[src/hw/rtl/tdctp_pkg.sv]
// Shared types and constants for the time-of-day clock with timer pool.
package tdctp_pkg;

  localparam int TIMERS_DEF    = 8;
  localparam int QUEUE_DEPTH   = 2;
  localparam int MASK_W        = 8;
  localparam int MS_PER_SEC    = 1000;
  localparam int SEC_PER_MIN   = 60;
  localparam int MIN_PER_HOUR  = 60;
  localparam int HOURS_PER_DAY = 24;
  localparam logic [26:0] DAY_MS = 27'd86400000;

  typedef enum logic [3:0] {
    OP_TICK      = 4'd0,
    OP_CLK_START = 4'd1,
    OP_CLK_STOP  = 4'd2,
    OP_CLK_RESET = 4'd3,
    OP_CLK_SET   = 4'd4,
    OP_ALLOC     = 4'd5,
    OP_RELEASE   = 4'd6,
    OP_SET_TMO   = 4'd7,
    OP_T_START   = 4'd8,
    OP_T_STOP    = 4'd9,
    OP_T_RESET   = 4'd10,
    OP_CHECK     = 4'd11,
    OP_NOP       = 4'd12
  } op_t;

  typedef enum logic [1:0] {
    ST_UNUSED  = 2'd0,
    ST_PAUSED  = 2'd1,
    ST_ONGOING = 2'd2,
    ST_TIMEOUT = 2'd3
  } tstat_t;

  typedef enum logic [2:0] {
    BS_IDLE,
    BS_WALK,
    BS_SET_MIN,
    BS_SET_SEC,
    BS_SET_MS,
    BS_FINISH
  } bstate_t;

  typedef struct packed {
    logic [3:0]  operation;
    logic [3:0]  timer_id;
    logic        timer_kind;
    logic [26:0] timeout_ms;
    logic [5:0]  set_hours;
    logic [5:0]  set_minutes;
    logic [5:0]  set_seconds;
    logic [9:0]  set_millis;
  } in_word_t;

  typedef struct packed {
    logic        granted;
    logic [3:0]  granted_id;
    logic        timed_out;
    logic [4:0]  hours;
    logic [5:0]  minutes;
    logic [5:0]  seconds;
    logic [9:0]  millis;
    logic [7:0]  expired_mask;
    logic [7:0]  interrupt_mask;
  } out_word_t;

  // Classified command as it sits in the queue.
  typedef struct packed {
    op_t         op;
    logic        id_ok;
    logic [3:0]  id;
    logic        kind;
    logic [26:0] timeout_ms;
    logic        set_ok;
    logic [4:0]  hours;
    logic [5:0]  minutes;
    logic [5:0]  seconds;
    logic [9:0]  millis;
  } cmd_t;

endpackage

[src/hw/rtl/tdctp_front.sv]
// Front end: accept input words and classify them into queue commands.
module tdctp_front
  import tdctp_pkg::*;
#(
  parameter int TIMERS = TIMERS_DEF
) (
  input  logic     in_valid,
  output logic     in_stall,
  input  in_word_t in_word,
  input  logic     q_full,
  output logic     q_push,
  output cmd_t     q_cmd
);

  assign in_stall = q_full;
  assign q_push   = in_valid && !q_full;

  always_comb begin
    q_cmd = '0;
    // fold unused operation codes into a single no-op
    if (in_word.operation > OP_CHECK) begin
      q_cmd.op = OP_NOP;
    end else begin
      q_cmd.op = op_t'(in_word.operation);
    end
    q_cmd.id_ok      = 32'(in_word.timer_id) < TIMERS;
    q_cmd.id         = in_word.timer_id;
    q_cmd.kind       = in_word.timer_kind;
    q_cmd.timeout_ms = in_word.timeout_ms;
    q_cmd.set_ok     = (in_word.set_hours < 6'(HOURS_PER_DAY))
                    && (in_word.set_minutes < 6'(MIN_PER_HOUR))
                    && (in_word.set_seconds < 6'(SEC_PER_MIN))
                    && (in_word.set_millis < 10'(MS_PER_SEC));
    q_cmd.hours      = in_word.set_hours[4:0];
    q_cmd.minutes    = in_word.set_minutes;
    q_cmd.seconds    = in_word.set_seconds;
    q_cmd.millis     = in_word.set_millis;
  end

endmodule

[src/hw/rtl/tdctp_queue.sv]
// Short command queue between front end and back end.
module tdctp_queue
  import tdctp_pkg::*;
#(
  parameter int DEPTH = QUEUE_DEPTH
) (
  input  logic clk,
  input  logic rst_n,
  input  logic push,
  input  cmd_t push_cmd,
  output logic full,
  input  logic pop,
  output logic valid,
  output cmd_t pop_cmd
);

  localparam int PW = (DEPTH > 1) ? $clog2(DEPTH) : 1;
  localparam int CW = $clog2(DEPTH + 1);

  cmd_t           entry_r [DEPTH];
  logic [PW-1:0]  wr_ptr_r, wr_ptr_nxt;
  logic [PW-1:0]  rd_ptr_r, rd_ptr_nxt;
  logic [CW-1:0]  count_r, count_nxt;

  assign full    = (count_r == CW'(DEPTH));
  assign valid   = (count_r != '0);
  assign pop_cmd = entry_r[rd_ptr_r];

  always_comb begin
    wr_ptr_nxt = wr_ptr_r;
    rd_ptr_nxt = rd_ptr_r;
    count_nxt  = count_r;
    if (push) begin
      wr_ptr_nxt = (wr_ptr_r == PW'(DEPTH - 1)) ? '0 : wr_ptr_r + 1'b1;
    end
    if (pop) begin
      rd_ptr_nxt = (rd_ptr_r == PW'(DEPTH - 1)) ? '0 : rd_ptr_r + 1'b1;
    end
    if (push && !pop) begin
      count_nxt = count_r + 1'b1;
    end else if (pop && !push) begin
      count_nxt = count_r - 1'b1;
    end
  end

  always_ff @(posedge clk) begin
    if (!rst_n) begin
      wr_ptr_r <= '0;
      rd_ptr_r <= '0;
      count_r  <= '0;
    end else begin
      wr_ptr_r <= wr_ptr_nxt;
      rd_ptr_r <= rd_ptr_nxt;
      count_r  <= count_nxt;
    end
  end

  always_ff @(posedge clk) begin
    if (push) begin
      entry_r[wr_ptr_r] <= push_cmd;
    end
  end

endmodule

[src/hw/rtl/tdctp_back.sv]
// Back end: clock state, timer pool, tick walk and output register.
module tdctp_back
  import tdctp_pkg::*;
#(
  parameter int TIMERS = TIMERS_DEF
) (
  input  logic      clk,
  input  logic      rst_n,
  input  logic      q_valid,
  input  cmd_t      q_cmd,
  output logic      q_pop,
  output logic      out_valid,
  input  logic      out_stall,
  output out_word_t out_word
);

  localparam int IDXW = (TIMERS > 1) ? $clog2(TIMERS) : 1;

  bstate_t         state_r, state_nxt;
  logic            run_r, run_nxt;
  logic [4:0]      hours_r, hours_nxt;
  logic [5:0]      minutes_r, minutes_nxt;
  logic [5:0]      seconds_r, seconds_nxt;
  logic [9:0]      millis_r, millis_nxt;
  logic [26:0]     now_r, now_nxt;
  tstat_t          status_r [TIMERS];
  tstat_t          status_nxt [TIMERS];
  logic            type_r [TIMERS];
  logic            type_nxt [TIMERS];
  logic [26:0]     limit_r [TIMERS];
  logic [26:0]     limit_nxt [TIMERS];
  logic [26:0]     start_r [TIMERS];
  logic [26:0]     start_nxt [TIMERS];
  logic [IDXW-1:0] idx_r, idx_nxt;
  logic [7:0]      emask_r, emask_nxt;
  logic [7:0]      imask_r, imask_nxt;
  logic            out_valid_r, out_valid_nxt;
  out_word_t       out_word_r, out_word_nxt;

  logic            out_free;
  logic            alloc_hit;
  logic [IDXW-1:0] alloc_idx;
  logic [IDXW-1:0] cid;
  logic [27:0]     diff;
  logic [26:0]     elapsed;
  logic            walk_hit;
  logic            load;
  out_word_t       res;

  assign out_free  = !out_valid_r || !out_stall;
  assign out_valid = out_valid_r;
  assign out_word  = out_word_r;
  assign cid       = q_cmd.id[IDXW-1:0];

  // first unused entry
  always_comb begin
    alloc_hit = 1'b0;
    alloc_idx = '0;
    for (int i = TIMERS - 1; i >= 0; i--) begin
      if (status_r[i] == ST_UNUSED) begin
        alloc_hit = 1'b1;
        alloc_idx = IDXW'(i);
      end
    end
  end

  // elapsed time of the walked entry, wrapped at midnight
  always_comb begin
    diff     = {1'b0, now_r} - {1'b0, start_r[idx_r]};
    elapsed  = diff[27] ? (diff[26:0] + DAY_MS) : diff[26:0];
    walk_hit = (status_r[idx_r] == ST_ONGOING) && (elapsed >= limit_r[idx_r]);
  end

  always_comb begin
    state_nxt     = state_r;
    run_nxt       = run_r;
    hours_nxt     = hours_r;
    minutes_nxt   = minutes_r;
    seconds_nxt   = seconds_r;
    millis_nxt    = millis_r;
    now_nxt       = now_r;
    status_nxt    = status_r;
    type_nxt      = type_r;
    limit_nxt     = limit_r;
    start_nxt     = start_r;
    idx_nxt       = idx_r;
    emask_nxt     = emask_r;
    imask_nxt     = imask_r;
    out_valid_nxt = out_valid_r && out_stall;
    out_word_nxt  = out_word_r;
    q_pop         = 1'b0;
    load          = 1'b0;
    res           = '0;

    case (state_r)
      BS_IDLE: begin
        if (q_valid && out_free) begin
          q_pop = 1'b1;
          load  = 1'b1;
          case (q_cmd.op)
            OP_TICK: begin
              if (run_r) begin
                // advance one millisecond, then walk the pool
                now_nxt = (now_r == DAY_MS - 1'b1) ? '0 : now_r + 1'b1;
                if (millis_r == 10'(MS_PER_SEC - 1)) begin
                  millis_nxt = '0;
                  if (seconds_r == 6'(SEC_PER_MIN - 1)) begin
                    seconds_nxt = '0;
                    if (minutes_r == 6'(MIN_PER_HOUR - 1)) begin
                      minutes_nxt = '0;
                      hours_nxt   = (hours_r == 5'(HOURS_PER_DAY - 1)) ?
                                    '0 : hours_r + 1'b1;
                    end else begin
                      minutes_nxt = minutes_r + 1'b1;
                    end
                  end else begin
                    seconds_nxt = seconds_r + 1'b1;
                  end
                end else begin
                  millis_nxt = millis_r + 1'b1;
                end
                emask_nxt = '0;
                imask_nxt = '0;
                idx_nxt   = '0;
                load      = 1'b0;
                state_nxt = BS_WALK;
              end
            end
            OP_CLK_START: run_nxt = 1'b1;
            OP_CLK_STOP:  run_nxt = 1'b0;
            OP_CLK_RESET: begin
              run_nxt     = 1'b0;
              hours_nxt   = '0;
              minutes_nxt = '0;
              seconds_nxt = '0;
              millis_nxt  = '0;
              now_nxt     = '0;
            end
            OP_CLK_SET: begin
              run_nxt = 1'b1;
              if (q_cmd.set_ok) begin
                hours_nxt   = q_cmd.hours;
                minutes_nxt = q_cmd.minutes;
                seconds_nxt = q_cmd.seconds;
                millis_nxt  = q_cmd.millis;
                // no timer fires on a set
                emask_nxt   = '0;
                imask_nxt   = '0;
                load        = 1'b0;
                state_nxt   = BS_SET_MIN;
              end
            end
            OP_ALLOC: begin
              if (alloc_hit) begin
                status_nxt[alloc_idx] = ST_PAUSED;
                type_nxt[alloc_idx]   = q_cmd.kind;
                res.granted           = 1'b1;
                res.granted_id        = 4'(alloc_idx);
              end
            end
            OP_RELEASE: begin
              if (q_cmd.id_ok) status_nxt[cid] = ST_UNUSED;
            end
            OP_SET_TMO: begin
              if (q_cmd.id_ok) limit_nxt[cid] = q_cmd.timeout_ms;
            end
            OP_T_START: begin
              if (q_cmd.id_ok) begin
                start_nxt[cid]  = now_r;
                status_nxt[cid] = ST_ONGOING;
              end
            end
            OP_T_STOP: begin
              if (q_cmd.id_ok) status_nxt[cid] = ST_PAUSED;
            end
            OP_T_RESET: begin
              if (q_cmd.id_ok) begin
                start_nxt[cid]  = now_r;
                status_nxt[cid] = ST_PAUSED;
              end
            end
            OP_CHECK: begin
              res.timed_out = q_cmd.id_ok && (status_r[cid] == ST_TIMEOUT);
            end
            default: ;
          endcase
        end
      end
      BS_WALK: begin
        if (walk_hit) begin
          status_nxt[idx_r] = ST_TIMEOUT;
          emask_nxt = emask_r | (8'd1 << idx_r);
          if (type_r[idx_r]) imask_nxt = imask_r | (8'd1 << idx_r);
        end
        if (idx_r == IDXW'(TIMERS - 1)) begin
          state_nxt = BS_FINISH;
        end else begin
          idx_nxt = idx_r + 1'b1;
        end
      end
      BS_SET_MIN: begin
        now_nxt   = 27'(11'(hours_r) * 11'(MIN_PER_HOUR) + 11'(minutes_r));
        state_nxt = BS_SET_SEC;
      end
      BS_SET_SEC: begin
        now_nxt   = 27'(17'(now_r[10:0]) * 17'(SEC_PER_MIN) + 17'(seconds_r));
        state_nxt = BS_SET_MS;
      end
      BS_SET_MS: begin
        now_nxt   = 27'(now_r[16:0]) * 27'(MS_PER_SEC) + 27'(millis_r);
        state_nxt = BS_FINISH;
      end
      BS_FINISH: begin
        if (out_free) begin
          load               = 1'b1;
          res.expired_mask   = emask_r;
          res.interrupt_mask = imask_r;
          state_nxt          = BS_IDLE;
        end
      end
      default: state_nxt = BS_IDLE;
    endcase

    if (load) begin
      res.hours     = hours_nxt;
      res.minutes   = minutes_nxt;
      res.seconds   = seconds_nxt;
      res.millis    = millis_nxt;
      out_valid_nxt = 1'b1;
      out_word_nxt  = res;
    end
  end

  always_ff @(posedge clk) begin
    if (!rst_n) begin
      state_r     <= BS_IDLE;
      run_r       <= 1'b0;
      hours_r     <= '0;
      minutes_r   <= '0;
      seconds_r   <= '0;
      millis_r    <= '0;
      now_r       <= '0;
      out_valid_r <= 1'b0;
      for (int i = 0; i < TIMERS; i++) begin
        status_r[i] <= ST_UNUSED;
        type_r[i]   <= 1'b0;
        limit_r[i]  <= '0;
        start_r[i]  <= '0;
      end
    end else begin
      state_r     <= state_nxt;
      run_r       <= run_nxt;
      hours_r     <= hours_nxt;
      minutes_r   <= minutes_nxt;
      seconds_r   <= seconds_nxt;
      millis_r    <= millis_nxt;
      now_r       <= now_nxt;
      out_valid_r <= out_valid_nxt;
      status_r    <= status_nxt;
      type_r      <= type_nxt;
      limit_r     <= limit_nxt;
      start_r     <= start_nxt;
    end
  end

  always_ff @(posedge clk) begin
    idx_r      <= idx_nxt;
    emask_r    <= emask_nxt;
    imask_r    <= imask_nxt;
    out_word_r <= out_word_nxt;
  end

endmodule

[src/hw/rtl/time_of_day_clock_with_timer_pool.sv]
// Path: queue, then output register; a running tick walks the pool before its result.
// Throughput: one word per cycle for clock and timer commands unless the output stalls;
//   a running tick holds the back end for its walk, a valid clock set for the set states.
// The tick walk over the pool, one entry per cycle, sets the tick rate.
// Reset (rst_n low, synchronous): clock zeroed and stopped, all timers unused, polling,
//   timeout zero; queue and output register empty.
module time_of_day_clock_with_timer_pool
  import tdctp_pkg::*;
#(
  parameter int TIMERS = TIMERS_DEF
) (
  input  logic      clk,
  input  logic      rst_n,
  input  logic      in_valid,
  output logic      in_stall,
  input  in_word_t  in_word,
  output logic      out_valid,
  input  logic      out_stall,
  output out_word_t out_word
);

  // Front end to queue: classified commands
  logic q_full;
  logic q_push;
  cmd_t q_push_cmd;

  // Queue to back end
  logic q_valid;
  logic q_pop;
  cmd_t q_pop_cmd;

  // Classify the incoming word; stall only when the queue is full.
  tdctp_front #(
    .TIMERS(TIMERS)
  ) u_front (
    .in_valid (in_valid),
    .in_stall (in_stall),
    .in_word  (in_word),
    .q_full   (q_full),
    .q_push   (q_push),
    .q_cmd    (q_push_cmd)
  );

  // Hold commands while the back end walks the pool or the output stalls.
  tdctp_queue #(
    .DEPTH(QUEUE_DEPTH)
  ) u_queue (
    .clk      (clk),
    .rst_n    (rst_n),
    .push     (q_push),
    .push_cmd (q_push_cmd),
    .full     (q_full),
    .pop      (q_pop),
    .valid    (q_valid),
    .pop_cmd  (q_pop_cmd)
  );

  // Execute commands: advance the clock, update timers, drive the result word.
  tdctp_back #(
    .TIMERS(TIMERS)
  ) u_back (
    .clk       (clk),
    .rst_n     (rst_n),
    .q_valid   (q_valid),
    .q_cmd     (q_pop_cmd),
    .q_pop     (q_pop),
    .out_valid (out_valid),
    .out_stall (out_stall),
    .out_word  (out_word)
  );

endmodule

[config.mk]
export PLATFORM = sky130hd
export DESIGN_NAME = time_of_day_clock_with_timer_pool
export DESIGN_NICKNAME = d
export VERILOG_FILES = /design/src/hw/rtl/tdctp_pkg.sv /design/src/hw/rtl/tdctp_front.sv /design/src/hw/rtl/tdctp_queue.sv /design/src/hw/rtl/tdctp_back.sv /design/src/hw/rtl/time_of_day_clock_with_timer_pool.sv
export SDC_FILE = /design/constraint.sdc
export NUM_CORES = 2
export LEC_CHECK = 0
export ABC_AREA = 1
export ABC_CLOCK_PERIOD_IN_PS = 11800
export BUFFER_PORTS_ARGS = -buffer_cell sky130_fd_sc_hd__clkbuf_2
export CAP_MARGIN = 15
export CELL_PAD_IN_SITES_DETAIL_PLACEMENT = 0
export CELL_PAD_IN_SITES_GLOBAL_PLACEMENT = 1
export CORE_MARGIN = 2
export CORE_UTILIZATION = 35
export DETAILED_ROUTE_END_ITERATION = 10
export GPL_ROUTABILITY_DRIVEN = 0
export PLACE_DENSITY = 0.72
export RECOVER_POWER = 100
export SETUP_SLACK_MARGIN = 0.2
export SLEW_MARGIN = 20
export SYNTH_ARGS = -nofsm -noshare
export SYNTH_HDL_FRONTEND = slang
export SYNTH_SLANG_ARGS = --single-unit
[constraint.sdc]
create_clock -name clk -period 11.8 [get_ports clk]
set_input_delay 1.18 -clock clk [delete_from_list [all_inputs] [get_ports clk]]
set_output_delay 1.18 -clock clk [all_outputs]
set_load 0.02 [all_outputs]
==> flow_summary_export.csv <==
group,metric,value,unit
critical_path,path_depth,6,
grt,grt.overflow.total,0,
drt,drt_first_iter_violations,2932,
sta,clock.fmax,107,MHz
floorplanning,floorplan.die_area,115000,um2
min_path,worst_hold_path.num_cells,2,
cts,post_cts_resize_count,0,
floorplanning,row_count,122,
logic_synthesis,synth-warning-count,0,
logic_synthesis,post_synthesis_async_set_or_reset_flop_share,0,%
cts,cts_max_path_buffers,3,
grt,gr-usage-all-layers,21.4,%
logic_synthesis,synth_flop_cell,"sky130_fd_sc_hd__dfxtp_1",
power_and_ir_drop,total_power,12.2,mW
floorplanning,fp.dieH,339,um
floorplanning,ioPinCount,119,
sta,maxSlewHeadroom,-232,%
logic_synthesis,netlist.top_cell.by_area,"sky130_fd_sc_hd__dfxtp_1",
logic_synthesis,synth-edff-count,195,
grt,grt_antenna_before_repair,1,
drt,detail_route.wirelength,125000,um
critical_path,timing.critical_path.max_delay_family,"buffers and inverters",
cts,cts_max_level,3,
critical_path,cp_slowest_cell,"sky130_fd_sc_hd__clkbuf_1",
sta,final_critical_path_setup_slack,2.44,ns
logic_synthesis,yosys.cell_count.top_type,"sky130_fd_sc_hd__nand2_1",
cts,cts_tree,"done",
logic_synthesis,synthSimpleGateAreaFrac,18.4,%
power_and_ir_drop,power-per-cell-area,281,nW/um2
sta,worst_slew_pin_slew,4.99,ns
cells_and_area,layout-area-overhead-vs-synth,10.2,%
cts,cts.clk_slew.worst_paths,0.06,ns
critical_path,slowest_delay,3.43,ns
critical_path,rr_worst_depth,29,
cells_and_area,layout-drive-gt1-share,4.57,%
cts,root_buffer,"sky130_fd_sc_hd__clkbuf_16",
sta,fin_setup_tns,0,ns
cts,cts_made_buffers,79,
placed_design,dp_slack,4.02,ns
logic_synthesis,synth_seq_area_share,41.5,%
grt,via_count_of_the_first_global_routing_pass,32602,
critical_path,path_max_fanout,114,
sta,finalHoldViolations,0,
critical_path,timing.critical_path.buf_inv,4,
critical_path,endpoint_required_time_on_the_critical_path,12.38,ns
cts,worstSkewPairLatency,0.66,ns
floorplanning,initial_core_util,35.3,%
floorplanning,core,111000,um2
critical_path,crit_type,"input pin to flop",
logic_synthesis,synth_top_family_by_area,"compound AO/OA/AOI/OAI gates",
placed_design,post-dp-hpwl,85100,um
drt,drt_first_pass_iters,6,
logic_synthesis,ys_top_cells_by_area,"sky130_fd_sc_hd__dfxtp_1, sky130_fd_sc_hd__edfxtp_1, sky130_fd_sc_hd__nand2_1",
grt,grt_first_pass_wirelength,195000,um
sta,final_max_slew_viol_count,665,
logic_synthesis,synth_area_per_cell,7.82,um2
grt,maximum_number_of_pins_on_one_net_before_global_route_repair,208,
cts,cts_hold_buffers,0,
logic_synthesis,syn_nets,5329,
drt,avgRoutedWirePerCell,19.1,um
critical_path,worst-endpoint-arrival,9.93,ns
logic_synthesis,postSynthRegisterBits,715,
min_path,worstHoldPathType,"flop to flop",
logic_synthesis,yosys.area_share.xor_xnor,1.41,%
status,result_of_the_run,"finished with violations",
critical_path,worstPathCellList,"clkbuf_1, clkinvlp_2, clkbuf_2, a21oi_1, o21ai_0, inv_1",
logic_synthesis,synth_compound_gate_area_share,20.4,%
logic_synthesis,yosys-top-cells-count,"sky130_fd_sc_hd__nand2_1, sky130_fd_sc_hd__a21oi_1, sky130_fd_sc_hd__inv_1",
cts,post_cts_buffers,0,
cts,tritoncts_num_sinks,715,
logic_synthesis,yosys-mux-area-fraction,0.188,%
drt,post_drt_via_cell_ratio,5.22,
sta,finalClockSkew,0.0350,ns
drt,routed-via-count,34229,
placed_design,place.port_buffers,117,
logic_synthesis,synthCells,5014,
status,failed_checks,"max-capacitance violations, max-slew violations",
sta,timing.final.crit_period,9.36,ns
critical_path,crit_path_end_kind,"flop",
sta,grt_setup_unrepaired,"false",
logic_synthesis,post_synth_fa_ha_maj_area_fraction,9.39,%
logic_synthesis,netlist-cell-type-count,72,
logic_synthesis,syn_area,39200,um2
critical_path,critPathLaunchType,"input pin",
power_and_ir_drop,total_leakage_power,17.6,nW
floorplanning,die_w,339,um
sta,post-route-period-util,79.3,%
sta,holdWs,0.446,ns
sta,setup_viol_count_final,0,
drt,drc_violation_count_after_routing,0,
drt,ant_nets,0,
power_and_ir_drop,irDropWorstVdd,0.231,mV
cells_and_area,antenna_cells_inserted,0,
cells_and_area,post_layout_net_count,5326,
logic_synthesis,synthDominantCellAreaShare,26.5,%
run,maxCapViolCount,12,
## final timing paths
kind | start | slack [ns] | endpoint
min | u_back.limit_r[182]$_SDFFE_PN0P_ | 0.45 | u_back.limit_r[182]$_SDFFE_PN0P_
max | rst_n | 2.44 | u_back.now_r[12]$_SDFFE_PN0P_
min reg2reg | u_back.limit_r[182]$_SDFFE_PN0P_ | 0.45 | u_back.limit_r[182]$_SDFFE_PN0P_
max reg2reg | u_back.idx_r[0]$_SDFFCE_PN0P_ | 3.31 | u_back.status_r[15]$_SDFFE_PN0P_
## layout by cell type (no fill, tap or decap), types with 17 or more instances in the layout
cell type                   count
sky130_fd_sc_hd__nand2_1      932
sky130_fd_sc_hd__a21oi_1      612
sky130_fd_sc_hd__inv_1        595
sky130_fd_sc_hd__dfxtp_1      520
sky130_fd_sc_hd__o21ai_0      493
sky130_fd_sc_hd__nor2_1       316
sky130_fd_sc_hd__nand3_1      263
sky130_fd_sc_hd__edfxtp_1     195
sky130_fd_sc_hd__ha_1         168
sky130_fd_sc_hd__clkbuf_1     138
sky130_fd_sc_hd__clkbuf_16     80
sky130_fd_sc_hd__fa_1          79
sky130_fd_sc_hd__nand4_1       66
sky130_fd_sc_hd__a221oi_1      56
sky130_fd_sc_hd__o22ai_1       52
sky130_fd_sc_hd__xor2_1        49
sky130_fd_sc_hd__a22oi_1       46
sky130_fd_sc_hd__nor3_1        39
sky130_fd_sc_hd__buf_4         34
sky130_fd_sc_hd__o211ai_1      25
sky130_fd_sc_hd__a22o_1        23
sky130_fd_sc_hd__inv_2         21
sky130_fd_sc_hd__o2111ai_1     17
## layer usage
| metal | vias to the layer above | part of all wire, % | global-route usage, % |
|---|---|---|---|
| li1 | 16983 | - | - |
| met5 | - | 0 | 0 |
| met2 | 947 | 45 | 34.2 |
| met4 | 0 | 2.0 | 5.32 |
| met3 | 163 | 5.0 | 2.19 |
| met1 | 16136 | 48 | 30.7 |
## cell families (layout without fill, tap and decap cells)
group           count (synthesis)  after routing
flops                         715            715
buf+inv                       881            939
mux                             7              7
simple gates                 1686           1686
fa+ha+maj                     247            247
xor+xnor                       63             63
other cells                     1              1
compound gates               1414           1414
## cell type report
type	count	area, um2
flip-flops and latches	715	16300
repair buffers	166	783
multi-input cells	3418	19400
inverters	631	2370
clock inverters	28	280
well taps	1488	1860
clock buffers	114	2250
fillers	11541	67700
## flip-flops by register name (all words and copies together), names as in the netlist, 10 cells and up, named ones only
signal	count
u_back.status_r	16
u_back.limit_r	216
u_back.now_r	27
u_queue.entry_r	128
u_back.millis_r	10
u_back.out_word	48
u_back.start_r	216
## through the flow
step | utilization [%] | instances | cell area, um2
2_1_floorplan | - | 5014 | 39200
6_report | 39.0 | 6560 | 43200
5_1_grt | 39.0 | 6560 | 43200
3_3_place_gp | 36.9 | 6418 | 41000
4_1_cts | 39.2 | 6560 | 43500
3_5_place_dp | 36.9 | 6418 | 41000
## worst reg2reg max path: cells and delay by family, from the launching register on
| family | cells | cell delay (ns) |
|---|---|---|
| compound gates | 4 | 1.17 |
| xor+xnor | 1 | 0.17 |
| fa+ha+maj | 2 | 0.68 |
| buf+inv | 6 | 2.20 |
| flops | 1 | 0.50 |
| simple gates | 16 | 3.63 |
## power by group
part	total (mW)	internal, mW	switching, mW
logic	6.66	2.09	4.57
registers	3.07	2.84	0.233
clock network	2.43	1.38	1.05
Power figures use the tool's default switching activity.
